## src/rtl/bgauge_pkg.sv

```systemverilog
// Shared types, constants and helper functions of the battery gauge.
// Used by the channel interfaces, the controller, the datapath and the top level.
// Depends on nothing else.
package bgauge_pkg;

	localparam int unsigned ADC_W      = 12;
	localparam int unsigned MV_W       = 14;
	localparam int unsigned PCT_W      = 7;
	localparam int unsigned LEVEL_W    = 2;
	localparam int unsigned MODE_W     = 2;
	localparam int unsigned TIMER_W    = 24;
	localparam int unsigned GAIN_W     = 18;
	localparam int unsigned GAIN_FRAC  = 16;
	localparam int unsigned CFG_IDX_W  = 3;
	localparam int unsigned CFG_DATA_W = 24;

	localparam int unsigned SAMPLES_DEF = 16;

	typedef enum logic [MODE_W-1:0] {
		MODE_TICK     = 2'd0,
		MODE_SAMPLE   = 2'd1,
		MODE_ACTIVITY = 2'd2
	} mode_t;

	typedef enum logic [CFG_IDX_W-1:0] {
		REG_GAIN     = 3'd0,
		REG_CRIT_MV  = 3'd1,
		REG_CHECK_MS = 3'd2,
		REG_LIGHT_MS = 3'd3,
		REG_DEEP_MS  = 3'd4
	} cfg_reg_t;

	typedef enum logic [LEVEL_W-1:0] {
		LEVEL_FULL     = 2'd0,
		LEVEL_GOOD     = 2'd1,
		LEVEL_LOW      = 2'd2,
		LEVEL_CRITICAL = 2'd3
	} level_t;

	localparam logic [GAIN_W-1:0]  GAIN_RST  = 18'd105626;
	localparam logic [MV_W-1:0]    CRIT_RST  = 14'd3300;
	localparam logic [TIMER_W-1:0] CHECK_RST = 24'd30000;
	localparam logic [TIMER_W-1:0] LIGHT_RST = 24'd30000;
	localparam logic [TIMER_W-1:0] DEEP_RST  = 24'd300000;
	localparam logic [MV_W-1:0]    VOLT_RST  = 14'd3700;
	localparam logic [PCT_W-1:0]   PCT_RST   = 7'd80;

	localparam logic [PCT_W-1:0] PCT_FULL_ABOVE = 7'd80;
	localparam logic [PCT_W-1:0] PCT_GOOD_ABOVE = 7'd40;
	localparam logic [PCT_W-1:0] PCT_LOW_ABOVE  = 7'd10;

	// LiPo discharge curve breakpoints.
	localparam int unsigned NUM_BP = 8;
	localparam int unsigned NUM_SEG = NUM_BP - 1;
	localparam int unsigned SEG_W = 3;
	localparam logic [MV_W-1:0] BP_MV [NUM_BP] = '{
		14'd3300, 14'd3500, 14'd3600, 14'd3700, 14'd3800, 14'd3950, 14'd4100, 14'd4200
	};
	localparam logic [PCT_W-1:0] BP_PCT [NUM_BP] = '{
		7'd0, 7'd15, 7'd30, 7'd45, 7'd60, 7'd75, 7'd90, 7'd100
	};

	localparam int unsigned SEG_DIFF_W = 8;
	localparam int unsigned RISE_W = 4;
	localparam int unsigned X_W = 12;
	localparam int unsigned RECIP_SHIFT = 20;
	localparam int unsigned RECIP_W = 14;
	localparam int unsigned STEP_W = X_W + RECIP_W - RECIP_SHIFT;

	localparam logic [RISE_W-1:0] SEG_RISE [NUM_SEG] = '{
		RISE_W'(BP_PCT[1] - BP_PCT[0]), RISE_W'(BP_PCT[2] - BP_PCT[1]),
		RISE_W'(BP_PCT[3] - BP_PCT[2]), RISE_W'(BP_PCT[4] - BP_PCT[3]),
		RISE_W'(BP_PCT[5] - BP_PCT[4]), RISE_W'(BP_PCT[6] - BP_PCT[5]),
		RISE_W'(BP_PCT[7] - BP_PCT[6])
	};

	// Rounded-up reciprocals of the segment spans. With products below 2^12 the
	// error stays under one span step, so the truncated quotient is exact.
	localparam logic [RECIP_W-1:0] SEG_RECIP [NUM_SEG] = '{
		RECIP_W'((32'd1 << RECIP_SHIFT) / (BP_MV[1] - BP_MV[0]) + 1),
		RECIP_W'((32'd1 << RECIP_SHIFT) / (BP_MV[2] - BP_MV[1]) + 1),
		RECIP_W'((32'd1 << RECIP_SHIFT) / (BP_MV[3] - BP_MV[2]) + 1),
		RECIP_W'((32'd1 << RECIP_SHIFT) / (BP_MV[4] - BP_MV[3]) + 1),
		RECIP_W'((32'd1 << RECIP_SHIFT) / (BP_MV[5] - BP_MV[4]) + 1),
		RECIP_W'((32'd1 << RECIP_SHIFT) / (BP_MV[6] - BP_MV[5]) + 1),
		RECIP_W'((32'd1 << RECIP_SHIFT) / (BP_MV[7] - BP_MV[6]) + 1)
	};

	// Segment whose lower breakpoint is the last one at or below v, limited to the first and last segments.
	function automatic logic [SEG_W-1:0] seg_of(input logic [MV_W-1:0] v);
		logic [SEG_W-1:0] n;
		n = '0;
		for (int k = 1; k < NUM_SEG; k++) begin
			if (v >= BP_MV[k]) begin
				n = n + SEG_W'(1);
			end
		end
		return n;
	endfunction

	typedef enum logic [2:0] {
		OP_NONE,
		OP_EXEC,
		OP_DIV1,
		OP_DIV2,
		OP_GAIN,
		OP_SEG,
		OP_PCT,
		OP_EMIT
	} op_t;

	typedef struct packed {
		op_t op;
	} cmd_t;

	typedef struct packed {
		logic last_sample;
		logic out_free;
	} stat_t;

endpackage

```

## src/rtl/bgauge_if.sv

```systemverilog
// Valid/ready channel interfaces of the battery gauge: input items,
// result items and configuration writes. Depends on bgauge_pkg.
interface bgauge_item_if import bgauge_pkg::*; ();
	logic              valid;
	logic              ready;
	logic [MODE_W-1:0] mode;
	logic [ADC_W-1:0]  adc_raw;

	modport source (output valid, mode, adc_raw, input ready);
	modport sink (input valid, mode, adc_raw, output ready);
endinterface

interface bgauge_result_if import bgauge_pkg::*; ();
	logic               valid;
	logic               ready;
	logic [MV_W-1:0]    battery_mv;
	logic [PCT_W-1:0]   percent;
	logic [LEVEL_W-1:0] level;
	logic               critical_battery;
	logic               reading_updated;
	logic               sample_request;
	logic               light_sleep_due;
	logic               deep_sleep_due;

	modport source (
		output valid, battery_mv, percent, level, critical_battery, reading_updated,
			sample_request, light_sleep_due, deep_sleep_due,
		input ready
	);
	modport sink (
		input valid, battery_mv, percent, level, critical_battery, reading_updated,
			sample_request, light_sleep_due, deep_sleep_due,
		output ready
	);
endinterface

interface bgauge_cfg_if import bgauge_pkg::*; ();
	logic                  valid;
	logic                  ready;
	logic [CFG_IDX_W-1:0]  index;
	logic [CFG_DATA_W-1:0] data;

	modport source (output valid, index, data, input ready);
	modport sink (input valid, index, data, output ready);
endinterface

```

## src/rtl/bgauge_ctrl.sv

```systemverilog
// Controller of the battery gauge: sequences the datapath through the
// averaging, scaling and interpolation steps. Depends on bgauge_pkg.
module bgauge_ctrl import bgauge_pkg::*; (
	input  logic  clk,
	input  logic  arst_n,
	input  logic  item_valid,
	output logic  item_ready,
	input  stat_t stat,
	output cmd_t  cmd
);

	typedef enum logic [2:0] {
		ST_IDLE,
		ST_DIV1,
		ST_DIV2,
		ST_GAIN,
		ST_SEG,
		ST_PCT,
		ST_EMIT
	} state_t;

	state_t state_q;

	always_comb begin
		item_ready = (state_q == ST_IDLE);
		cmd.op = OP_NONE;
		case (state_q)
			ST_IDLE: begin
				if (item_valid) begin
					cmd.op = OP_EXEC;
				end
			end
			ST_DIV1: cmd.op = OP_DIV1;
			ST_DIV2: cmd.op = OP_DIV2;
			ST_GAIN: cmd.op = OP_GAIN;
			ST_SEG:  cmd.op = OP_SEG;
			ST_PCT:  cmd.op = OP_PCT;
			ST_EMIT: begin
				if (stat.out_free) begin
					cmd.op = OP_EMIT;
				end
			end
			default: cmd.op = OP_NONE;
		endcase
	end

	always_ff @(posedge clk or negedge arst_n) begin
		if (!arst_n) begin
			state_q <= ST_IDLE;
		end else begin
			case (state_q)
				ST_IDLE: begin
					if (item_valid) begin
						state_q <= stat.last_sample ? ST_DIV1 : ST_EMIT;
					end
				end
				ST_DIV1: state_q <= ST_DIV2;
				ST_DIV2: state_q <= ST_GAIN;
				ST_GAIN: state_q <= ST_SEG;
				ST_SEG:  state_q <= ST_PCT;
				ST_PCT:  state_q <= ST_EMIT;
				ST_EMIT: begin
					if (stat.out_free) begin
						state_q <= ST_IDLE;
					end
				end
				default: state_q <= ST_IDLE;
			endcase
		end
	end

endmodule

```

## src/rtl/bgauge_dpath.sv

```systemverilog
// Datapath of the battery gauge: configuration registers, timers, sample
// accumulator, divide/scale/interpolate steps and the result register.
// Depends on bgauge_pkg and the channel interfaces in bgauge_if.sv.
module bgauge_dpath import bgauge_pkg::*; #(
	parameter int unsigned SAMPLES = SAMPLES_DEF
) (
	input  logic                  clk,
	input  logic                  arst_n,
	input  cmd_t                  cmd,
	output stat_t                 stat,
	input  logic [MODE_W-1:0]     item_mode,
	input  logic [ADC_W-1:0]      item_adc_raw,
	bgauge_cfg_if.sink            cfg,
	bgauge_result_if.source       result
);

	localparam int unsigned SUM_W     = ADC_W + $clog2(SAMPLES);
	localparam int unsigned CNT_W     = $clog2(SAMPLES + 1);
	localparam int unsigned DIV_M_W   = SUM_W + 1;
	localparam int unsigned QPROD_W   = SUM_W + DIV_M_W;
	localparam int unsigned MV_PROD_W = ADC_W + GAIN_W;
	// Truncated reciprocal of SAMPLES; the quotient it gives is low by at most one.
	localparam logic [DIV_M_W-1:0] DIV_M = DIV_M_W'((64'd1 << SUM_W) / SAMPLES);
	localparam logic [TIMER_W-1:0] IDLE_MAX = '1;

	// Configuration registers
	logic [GAIN_W-1:0]  gain_q;
	logic [MV_W-1:0]    crit_q;
	logic [TIMER_W-1:0] check_q;
	logic [TIMER_W-1:0] light_q;
	logic [TIMER_W-1:0] deep_q;

	// Gauge state
	logic [SUM_W-1:0]   sum_q;
	logic [CNT_W-1:0]   cnt_q;
	logic [MV_W-1:0]    volt_q;
	logic [PCT_W-1:0]   pct_q;
	logic [TIMER_W-1:0] check_timer_q;
	logic [TIMER_W-1:0] idle_q;
	logic               upd_q;
	logic               req_q;
	logic               res_valid_q;

	// Working registers
	logic [QPROD_W-1:0]    qprod_q;
	logic [ADC_W-1:0]      avg_q;
	logic [X_W-1:0]        x_q;
	logic [SEG_W-1:0]      seg_q;
	logic                  lo_q;
	logic                  hi_q;

	// Result payload registers
	logic [MV_W-1:0]    res_mv_q;
	logic [PCT_W-1:0]   res_pct_q;
	logic [LEVEL_W-1:0] res_level_q;
	logic               res_crit_q;
	logic               res_upd_q;
	logic               res_req_q;
	logic               res_light_q;
	logic               res_deep_q;

	logic [TIMER_W-1:0]    check_inc;
	logic [ADC_W-1:0]      quot0;
	logic [SUM_W-1:0]      rem;
	logic [MV_PROD_W-1:0]  mv_prod;
	logic [SEG_W-1:0]      seg;
	logic [SEG_DIFF_W-1:0] diff;
	logic [X_W+RECIP_W-1:0] step_prod;
	logic [PCT_W-1:0]      pct_interp;
	level_t                level;

	assign check_inc = check_timer_q + TIMER_W'(1);
	assign quot0 = qprod_q[SUM_W +: ADC_W];
	assign rem = sum_q - SUM_W'(quot0 * SAMPLES);
	assign mv_prod = avg_q * gain_q;
	assign seg = seg_of(volt_q);
	assign diff = SEG_DIFF_W'(volt_q - BP_MV[seg]);
	assign step_prod = x_q * SEG_RECIP[seg_q];
	assign pct_interp = BP_PCT[seg_q] + PCT_W'(step_prod[RECIP_SHIFT +: STEP_W]);

	always_comb begin
		if (pct_q > PCT_FULL_ABOVE) begin
			level = LEVEL_FULL;
		end else if (pct_q > PCT_GOOD_ABOVE) begin
			level = LEVEL_GOOD;
		end else if (pct_q > PCT_LOW_ABOVE) begin
			level = LEVEL_LOW;
		end else begin
			level = LEVEL_CRITICAL;
		end
	end

	assign stat.last_sample = (mode_t'(item_mode) == MODE_SAMPLE) &&
		((cnt_q + CNT_W'(1)) == CNT_W'(SAMPLES));
	assign stat.out_free = !res_valid_q || result.ready;

	assign cfg.ready = 1'b1;

	always_ff @(posedge clk or negedge arst_n) begin
		if (!arst_n) begin
			gain_q  <= GAIN_RST;
			crit_q  <= CRIT_RST;
			check_q <= CHECK_RST;
			light_q <= LIGHT_RST;
			deep_q  <= DEEP_RST;
		end else if (cfg.valid) begin
			case (cfg_reg_t'(cfg.index))
				REG_GAIN:     gain_q  <= cfg.data[GAIN_W-1:0];
				REG_CRIT_MV:  crit_q  <= cfg.data[MV_W-1:0];
				REG_CHECK_MS: check_q <= cfg.data[TIMER_W-1:0];
				REG_LIGHT_MS: light_q <= cfg.data[TIMER_W-1:0];
				REG_DEEP_MS:  deep_q  <= cfg.data[TIMER_W-1:0];
				default: ;
			endcase
		end
	end

	always_ff @(posedge clk or negedge arst_n) begin
		if (!arst_n) begin
			sum_q         <= '0;
			cnt_q         <= '0;
			volt_q        <= VOLT_RST;
			pct_q         <= PCT_RST;
			check_timer_q <= '0;
			idle_q        <= '0;
			upd_q         <= 1'b0;
			req_q         <= 1'b0;
			res_valid_q   <= 1'b0;
		end else begin
			case (cmd.op)
				OP_EXEC: begin
					upd_q <= 1'b0;
					req_q <= 1'b0;
					case (mode_t'(item_mode))
						MODE_TICK: begin
							if (check_inc >= check_q) begin
								req_q         <= 1'b1;
								check_timer_q <= '0;
							end else begin
								check_timer_q <= check_inc;
							end
							if (idle_q != IDLE_MAX) begin
								idle_q <= idle_q + TIMER_W'(1);
							end
						end
						MODE_SAMPLE: begin
							sum_q <= sum_q + SUM_W'(item_adc_raw);
							cnt_q <= cnt_q + CNT_W'(1);
						end
						MODE_ACTIVITY: idle_q <= '0;
						default: ;
					endcase
				end
				// The 30-bit product shifted by the Q16 point fits 14 bits exactly,
				// so no clamp is needed.
				OP_GAIN: volt_q <= mv_prod[GAIN_FRAC +: MV_W];
				OP_PCT: begin
					if (lo_q) begin
						pct_q <= BP_PCT[0];
					end else if (hi_q) begin
						pct_q <= BP_PCT[NUM_BP-1];
					end else begin
						pct_q <= pct_interp;
					end
					sum_q <= '0;
					cnt_q <= '0;
					upd_q <= 1'b1;
				end
				default: ;
			endcase

			if (cmd.op == OP_EMIT) begin
				res_valid_q <= 1'b1;
			end else if (result.ready) begin
				res_valid_q <= 1'b0;
			end
		end
	end

	always_ff @(posedge clk) begin
		case (cmd.op)
			OP_DIV1: qprod_q <= sum_q * DIV_M;
			OP_DIV2: avg_q <= quot0 + ADC_W'(rem >= SUM_W'(SAMPLES));
			OP_SEG: begin
				seg_q <= seg;
				x_q   <= X_W'(diff) * X_W'(SEG_RISE[seg]);
				lo_q  <= (volt_q <= BP_MV[0]);
				hi_q  <= (volt_q >= BP_MV[NUM_BP-1]);
			end
			OP_EMIT: begin
				res_mv_q    <= volt_q;
				res_pct_q   <= pct_q;
				res_level_q <= level;
				res_crit_q  <= (volt_q < crit_q);
				res_upd_q   <= upd_q;
				res_req_q   <= req_q;
				res_light_q <= (idle_q > light_q);
				res_deep_q  <= (idle_q > deep_q);
			end
			default: ;
		endcase
	end

	assign result.valid            = res_valid_q;
	assign result.battery_mv       = res_mv_q;
	assign result.percent          = res_pct_q;
	assign result.level            = res_level_q;
	assign result.critical_battery = res_crit_q;
	assign result.reading_updated  = res_upd_q;
	assign result.sample_request   = res_req_q;
	assign result.light_sleep_due  = res_light_q;
	assign result.deep_sleep_due   = res_deep_q;

endmodule

```

## src/rtl/battery_gauge_with_idle_timers.sv

```systemverilog
// Top level of the battery gauge with idle timers: joins the controller and
// the datapath. Depends on bgauge_pkg, bgauge_if.sv, bgauge_ctrl and bgauge_dpath.
//
//   Channel  Direction  Payload
//   item     in         mode, adc_raw
//   result   out        battery_mv, percent, level, critical_battery,
//                       reading_updated, sample_request, light_sleep_due,
//                       deep_sleep_due
//   cfg      in         index, data (always ready)
//
// Ticks, activity events and samples that do not complete an average pass
// through acceptance and loading of the result register. The sample that
// completes an average also passes the reciprocal divide, gain multiply and
// interpolation multiply, in sequence through one datapath.
// Reset is asynchronous and takes effect at once; there is no clearing pass.
// The result register holds while stalled and a new transaction is accepted
// meanwhile, but the next result waits until the register is taken.
module battery_gauge_with_idle_timers import bgauge_pkg::*; #(
	parameter int unsigned SAMPLES = SAMPLES_DEF
) (
	input logic             clk,
	input logic             arst_n,
	bgauge_item_if.sink     item,
	bgauge_result_if.source result,
	bgauge_cfg_if.sink      cfg
);

	cmd_t  cmd;
	stat_t stat;
	logic  item_ready;

	assign item.ready = item_ready;

	bgauge_ctrl u_ctrl (
		.clk        (clk),
		.arst_n     (arst_n),
		.item_valid (item.valid),
		.item_ready (item_ready),
		.stat       (stat),
		.cmd        (cmd)
	);

	bgauge_dpath #(
		.SAMPLES (SAMPLES)
	) u_dpath (
		.clk          (clk),
		.arst_n       (arst_n),
		.cmd          (cmd),
		.stat         (stat),
		.item_mode    (item.mode),
		.item_adc_raw (item.adc_raw),
		.cfg          (cfg),
		.result       (result)
	);

endmodule
```

## src/flat_wrapper.sv

```systemverilog
// flat-port wrapper written by rule: the top's interface ports become plain ports
module battery_gauge_with_idle_timers_flat import bgauge_pkg::*;
#(
	parameter int unsigned SAMPLES = SAMPLES_DEF
)
  (clk, arst_n, item_valid, item_mode, item_adc_raw, item_ready, result_valid, result_battery_mv, result_percent, result_level, result_critical_battery, result_reading_updated, result_sample_request, result_light_sleep_due, result_deep_sleep_due, result_ready, cfg_valid, cfg_index, cfg_data, cfg_ready);
  bgauge_item_if item_i ();
  bgauge_result_if result_i ();
  bgauge_cfg_if cfg_i ();
  input logic clk;
  input logic arst_n;
  input wire logic [$bits(item_i.valid)-1:0] item_valid;
  input wire logic [$bits(item_i.mode)-1:0] item_mode;
  input wire logic [$bits(item_i.adc_raw)-1:0] item_adc_raw;
  output wire logic [$bits(item_i.ready)-1:0] item_ready;
  output wire logic [$bits(result_i.valid)-1:0] result_valid;
  output wire logic [$bits(result_i.battery_mv)-1:0] result_battery_mv;
  output wire logic [$bits(result_i.percent)-1:0] result_percent;
  output wire logic [$bits(result_i.level)-1:0] result_level;
  output wire logic [$bits(result_i.critical_battery)-1:0] result_critical_battery;
  output wire logic [$bits(result_i.reading_updated)-1:0] result_reading_updated;
  output wire logic [$bits(result_i.sample_request)-1:0] result_sample_request;
  output wire logic [$bits(result_i.light_sleep_due)-1:0] result_light_sleep_due;
  output wire logic [$bits(result_i.deep_sleep_due)-1:0] result_deep_sleep_due;
  input wire logic [$bits(result_i.ready)-1:0] result_ready;
  input wire logic [$bits(cfg_i.valid)-1:0] cfg_valid;
  input wire logic [$bits(cfg_i.index)-1:0] cfg_index;
  input wire logic [$bits(cfg_i.data)-1:0] cfg_data;
  output wire logic [$bits(cfg_i.ready)-1:0] cfg_ready;
  assign item_i.valid = item_valid;
  assign item_i.mode = item_mode;
  assign item_i.adc_raw = item_adc_raw;
  assign item_ready = item_i.ready;
  assign result_valid = result_i.valid;
  assign result_battery_mv = result_i.battery_mv;
  assign result_percent = result_i.percent;
  assign result_level = result_i.level;
  assign result_critical_battery = result_i.critical_battery;
  assign result_reading_updated = result_i.reading_updated;
  assign result_sample_request = result_i.sample_request;
  assign result_light_sleep_due = result_i.light_sleep_due;
  assign result_deep_sleep_due = result_i.deep_sleep_due;
  assign result_i.ready = result_ready;
  assign cfg_i.valid = cfg_valid;
  assign cfg_i.index = cfg_index;
  assign cfg_i.data = cfg_data;
  assign cfg_ready = cfg_i.ready;
  battery_gauge_with_idle_timers #(.SAMPLES(SAMPLES)) u_core (.clk(clk), .arst_n(arst_n), .item(item_i), .result(result_i), .cfg(cfg_i));
endmodule
```

## config.mk

```make
export PLATFORM = sky130hd
export DESIGN_NAME = battery_gauge_with_idle_timers_flat
export DESIGN_NICKNAME = d
export VERILOG_FILES = /design/src/rtl/bgauge_pkg.sv /design/src/rtl/bgauge_if.sv /design/src/rtl/bgauge_ctrl.sv /design/src/rtl/bgauge_dpath.sv /design/src/rtl/battery_gauge_with_idle_timers.sv /design/src/flat_wrapper.sv
export SDC_FILE = /design/constraint.sdc
export NUM_CORES = 1
export LEC_CHECK = 0
export ABC_CLOCK_PERIOD_IN_PS = 6800
export BUFFER_PORTS_ARGS = -buffer_cell sky130_fd_sc_hd__buf_2
export CORE_MARGIN = 8
export CORE_UTILIZATION = 33
export DETAILED_ROUTE_END_ITERATION = 10
export PLACE_DENSITY = 0.47
export SKIP_CTS_REPAIR_TIMING = 1
export SYNTH_ARGS = -nofsm -noshare
export SYNTH_HDL_FRONTEND = slang
export SYNTH_SLANG_ARGS = --single-unit
```

## constraint.sdc

```tcl
create_clock -name clk -period 6.8 [get_ports clk]
set_input_delay 0.68 -clock clk [delete_from_list [all_inputs] [get_ports clk]]
set_output_delay 0.68 -clock clk [all_outputs]
set_load 0.05 [all_outputs]
```

==> flow_summary.toml, run 1 <==
[route]
via_count = 19600
dr.first_iter.drc_count = 1047
first_pass_iters = 6
drc = 0
wl_per_cell_um = 16.7
routed_wl_um = 68400
vias_per_cell = 4.78
final_antenna_net_count = 0

[placed_design]
gp_congestion = 0.860
hpwlAfterDp_um = 54800
dpl_worst_slack_ns = -0.434
io_buffers = 75

[run_status]
failed_checks = "negative setup slack"
status = "finished with violations"

[floorplan]
die_area_um2 = 90000
core_um2 = 80200
core.rowCount = 104
ios = 77
die_w_um = 300
die_y_um = 300
start_util = 0.332

[sta]
slew_headroom = 0.293
finalCritPeriodShare = 1.03
worstMarginPinSlew_ns = 1.06
hold_viol_final = 0
clock.fmax_mhz = 143
period_needed_ns = 7.01
fin_skew_ns = 0.0290
fin_ws_ns = -0.211
setup_viol = 5
rsz0062_at_grt = "yes"
final_max_slew_viol_count = 0

[yosys]
yosys_most_used_dff = "dfrtp_1"
synth_top_cell_by_area = "fa_1"
avgSynthCellArea_um2 = 9.51
ys_async_sr_fraction = 0.743
syn_inst = 2801
synth_area_um2 = 26600
synth_common_cells = "inv_1, nand2_1, fa_1"
synth_cell_type_count = 73
synth_edf_count = 69
synth_nets = 3422
synth-seq-cells = 269
yosys_warnings = 0
yosysMostFrequentCell = "inv_1"
synth_area_leaders = "fa_1, dfrtp_1, ha_1"
yosysTopAreaCellShare = 0.219
yosysSeqAreaShare = 0.268

[critical_path]
cp_max_fo = 4
arrival_ns = 7.30
worstSetupEndpointType = "register"
critPathKind = "reg -> reg"
start_kind = "register"
ff2ff_path_depth = 36
cp_slowest_stage_delay_ns = 0.55
cp.required_ns = 7.09
crit_path_top_delay_cell = "dfstp_2"

[clocking]
cts.sinks = 269
clk-insertion-delay-late_ns = 0.57
cts_made_buffers = 36
clockBufferDepth = 3
cts-root-buf = "clkbuf_16"
clkTransAtPathRegs_ns = 0.05
cts_tree = "built"
cts_max_level = 2

[final_layout]
nets = 3635
n_antenna_cell = 0
drive_gt1_frac = 0.184
utilization = 0.391
syn_to_final_growth_pct = 17.7

[grt]
grtUsageTotal = 0.152
grt_pass1_vias = 20700
overflow = 0
grt_first_pass_wirelength_um = 112000
antenna_found_initial = 0
grt_max_degree = 72

[min_path]
min_path_type = "in -> async"

[run]
cap_violations = 0
-- layer usage --
| layer | GRT usage | part of all wire | vias up |
|---|---|---|---|
| met3 | 0.0247 | 0.045 | 61 |
| met4 | 0.0320 | 0.019 | 0 |
| met5 | 0 | 0 | - |
| li1 | - | - | 9554 |
| met2 | 0.255 | 0.47 | 313 |
| met1 | 0.207 | 0.47 | 9670 |
-- layout make-up --
cell class / count / area [um^2]
multi-input combinational: 1934 / 17800
fill: 8013 / 48800
clock buffer: 49 / 1000
inverter: 498 / 1870
tap: 1060 / 1330
clock inverter: 17 / 223
sequential: 269 / 7130
timing repair buffer: 275 / 1940
-- metrics by stage --
stage                     cells  TNS (ns)  hold WS (ns)  area, um^2
final                      4102    -0.608        0.0977       31300
after global routing       4102     -2.78         0.137       31300
after CTS                  4083     -1.70        0.0981       30900
after detailed placement   4017     -1.52         0.445       29600
after global placement     4017     -1.19         0.439       29600
after floorplan            2801  -0.00925         0.384       26900
-- critical path, delay by kind of cell, from the launching register on --
family                   cells  cell delay [ns]
adder cells (fa/ha/maj)      9             2.82
AO/OA/AOI/OAI               13             1.88
AND/OR/NAND/NOR              6             0.62
flip-flops                   1             0.55
buffers and inverters        6             0.53
multiplexers                 1             0.21
XOR/XNOR                     1             0.14
-- cells in the final DEF (no fill, tap or decap), types with 8 or more instances in the layout --
cell       count
fa_1         284
o31ai_1       14
nor2_1        80
buf_4        190
a21oi_1       65
nand4_1       30
or3_1         20
nand2b_1      16
inv_1        481
buf_2         74
and3_1        18
and2_1        73
nor4_1         9
o21a_1        13
nor3_1        24
edfxtp_1      69
a21o_1        59
buf_6          8
ha_4          14
xnor2_1       51
inv_2         15
ha_1         265
clkbuf_1       8
a21oi_2       13
or2_2          9
mux2_2        48
dfrtp_1      154
clkbuf_16     36
nand2_1      352
o21ai_0      158
a31oi_1       13
nand3_1       54
a22o_1        14
nor2b_1       24
a211oi_1      10
xor2_1        38
dfstp_2       46
-- registers in the layout, summed over array words and instances (netlist names), 16 cells and up --
signal                        cells
u_core.u_dpath.check_q           24
u_core.u_dpath.check_timer_q     24
u_core.u_dpath.deep_q            24
u_core.u_dpath.gain_q            18
u_core.u_dpath.idle_q            24
u_core.u_dpath.light_q           24
u_core.u_dpath.sum_q             16
-- logic make-up after synthesis --
family | synth area share
buffers and inverters | 0.0848
AND/OR/NAND/NOR | 0.140
AO/OA/AOI/OAI | 0.0999
multiplexers | 0.0222
other | 0.000141
flip-flops | 0.268
adder cells (fa/ha/maj) | 0.352
XOR/XNOR | 0.0328
-- final timing paths --
kind                                           from                                    to  slack (ns)
max                        u_core.u_dpath.volt_q[4]                u_core.u_dpath.x_q[11]       -0.21
max reg2reg                u_core.u_dpath.volt_q[4]                u_core.u_dpath.x_q[11]       -0.21
max in group asynchronous                    arst_n               u_core.u_dpath.pct_q[2]        5.32
min in group clk                       cfg_data[21]             u_core.u_dpath.deep_q[21]        0.35
min                                          arst_n             u_core.u_dpath.deep_q[21]         0.1
min reg2reg                    u_core.u_dpath.req_q  u_core.u_dpath.result.sample_request        0.47
Power of run 1 is left out: the tool's default activity adds up to more than one toggle a clock period on the data nets, which glitch-free logic cannot reach.
==> run 2, diff against run 1 <==
- CELL_PAD_IN_SITES_DETAIL_PLACEMENT: default -> 2
- CELL_PAD_IN_SITES_GLOBAL_PLACEMENT: default -> 2
- CTS_BUF_LIST: default -> sky130_fd_sc_hd__clkbuf_16
- PLACE_DENSITY: 0.47 -> 0.68
- SYNTH_HIERARCHICAL: default -> 1
==> run 2 against run 1 <==
The flow still finishes with violations (negative setup slack). Register-to-register slack worse by 0.14 ns. Final area is 1.7% higher. Count of clock-buffer cells in the layout is 12 lower. Utilization hardly changed. Die area is 1.2% higher. Synthesized cell count is 1.3% higher. Worst hold slack better by 0.046 ns. Via count is 6.4% higher. Non-clock buffer count is 4 higher. Critical endpoint is now u_core/u_dpath/pct_q[6].
==> flow_summary.toml, run 2 <==
[route]
vias_per_cell = 5.02
dr.first_iter.drc_count = 683
wl_per_cell_um = 20.6
routed_wl_um = 85500
drc = 0
first_pass_iters = 4
via_count = 20900
final_antenna_net_count = 0

[floorplan]
ios = 77
core.rowCount = 105
die_w_um = 302
die_area_um2 = 91100
die_y_um = 302
core_um2 = 81500
start_util = 0.331

[grt]
grtUsageTotal = 0.186
antenna_found_initial = 3
grt_pass1_vias = 24500
grt_max_degree = 83
grt_first_pass_wirelength_um = 135000
overflow = 0

[clocking]
clkTransAtPathRegs_ns = 0.06
clk-insertion-delay-late_ns = 0.56
clockBufferDepth = 3
cts.sinks = 269
cts_tree = "built"
cts_made_buffers = 37
cts-root-buf = "clkbuf_16"
cts_max_level = 2

[yosys]
yosys_warnings = 6
ys_async_sr_fraction = 0.743
synth_nets = 3459
yosysTopAreaCellShare = 0.215
synth_edf_count = 69
yosys_most_used_dff = "dfrtp_1"
synth_common_cells = "inv_1, nand2_1, fa_1"
synth_cell_type_count = 92
synth-seq-cells = 269
synth_area_leaders = "fa_1, dfrtp_1, ha_1"
yosysMostFrequentCell = "inv_1"
synth_top_cell_by_area = "fa_1"
yosysSeqAreaShare = 0.265
avgSynthCellArea_um2 = 9.50
syn_inst = 2838
synth_area_um2 = 27000

[critical_path]
arrival_ns = 7.60
start_kind = "register"
critPathKind = "reg -> reg"
ff2ff_path_depth = 31
cp_common_cell = "fa_1"
cp_slowest_stage_delay_ns = 0.55
crit_start = "u_core/u_dpath/seg_q[1]"
cp_max_fo = 7
worstSetupEndpointType = "register"
crit_path_top_delay_cell = "fa_1"
cp.required_ns = 7.25
rr_startpoint = "u_core/u_dpath/seg_q[1]"

[sta]
final_max_slew_viol_count = 0
setup_viol = 8
slew_headroom = 0.176
fin_skew_ns = 0.0214
timing.hold.ws_ns = 0.144
hold_viol_final = 0
finalCritPeriodShare = 1.05
period_needed_ns = 7.15
rsz0062_at_grt = "yes"
fin_ws_ns = -0.348
clock.fmax_mhz = 140
worstMarginPinSlew_ns = 1.23

[run]
cap_violations = 0

[final_layout]
layout_common_cells = "inv_1, nand2_1, fa_1"
drive_gt1_frac = 0.204
nFillCells = 8838
syn_to_final_growth_pct = 18.2
final_common_cell = "inv_1"
seq_area_um2 = 7140
stdcell_area_um2 = 31900
multi_input_area_um2 = 18300
nets = 3673

[run_status]
status = "finished with violations"
failed_checks = "negative setup slack"

[min_path]
min_path_type = "in -> async"

[placed_design]
hpwlAfterDp_um = 67500
dpl-instance-area_um2 = 29700
gp_congestion = 0.854
io_buffers = 75
-- run 2: changes by cell type after synthesis, moves of 8 or more --
cell and change:
inv_1 +16, mux2i_1 +13, or3_1 -13, a21o_1 -12, and2_1 +12, a22o_1 -11
a31oi_1 +11, nor2_1 +11, nor4_1 -8
-- run 2: stage by stage --
stage / setup WS, ns / setup TNS [ns] / util / cells
3_5_place_dp: -0.702 / -4.80 / 0.365 / 4057
5_1_grt: -0.697 / -4.66 / 0.391 / 4151
2_1_floorplan: 0.00586 / 0 / - / 2838
3_3_place_gp: -0.390 / -1.14 / 0.365 / 4057
4_1_cts: -0.737 / -5.50 / 0.380 / 4125
6_report: -0.348 / -1.85 / 0.391 / 4152
-- run 2: worst paths after layout --
path | end | slack (ns)
max | u_core/u_dpath/pct_q[6] | -0.35
min | u_core/u_dpath/deep_q[19] | 0.14
max reg2reg | u_core/u_dpath/pct_q[6] | -0.35
min reg2reg | u_core/u_dpath/result.reading_updated | 0.49
max in group asynchronous | u_core/u_dpath/sum_q[4] | 5.21
min in group clk | u_core/u_dpath/deep_q[22] | 0.35
-- run 2: logic make-up after synthesis --
logic type	synth area share
multiplexers	0.0263
adder cells (fa/ha/maj)	0.347
flip-flops	0.265
AND/OR/NAND/NOR	0.141
other	0.000139
buffers and inverters	0.0881
XOR/XNOR	0.0356
AO/OA/AOI/OAI	0.0968
-- run 2: area by class of cell --
type                    count  share of cell area
repair buffers            279              0.0625
diodes                      1           0.0000785
well taps                1070              0.0420
clock buffers              37              0.0290
flip-flops and latches    269               0.224
multi-input cells        1951               0.573
inverters                 514              0.0607
clock inverters            31             0.00860
-- run 2: metal layers --
metal	vias to the layer above	share of wire	wire, um	track usage
met1	10900	0.43	36500	0.225
met4	2	0.027	2340	0.0566
li1	9594	-	-	-
met2	249	0.52	44100	0.340
met3	125	0.031	2650	0.0282
met5	-	0.00015	13	0
-- run 2: critical path, delay by kind of cell, from the launching register on --
family                     cells  cell delay, ns
xor gates and xnor gates       2            0.28
DFF                            1            0.43
and+or+nand+nor                4            0.35
adders and majority gates      8            3.26
AOI/OAI and AO/OA              9            1.77
buffers and inverters          8            0.93
Power of run 2 is left out for the same reason.
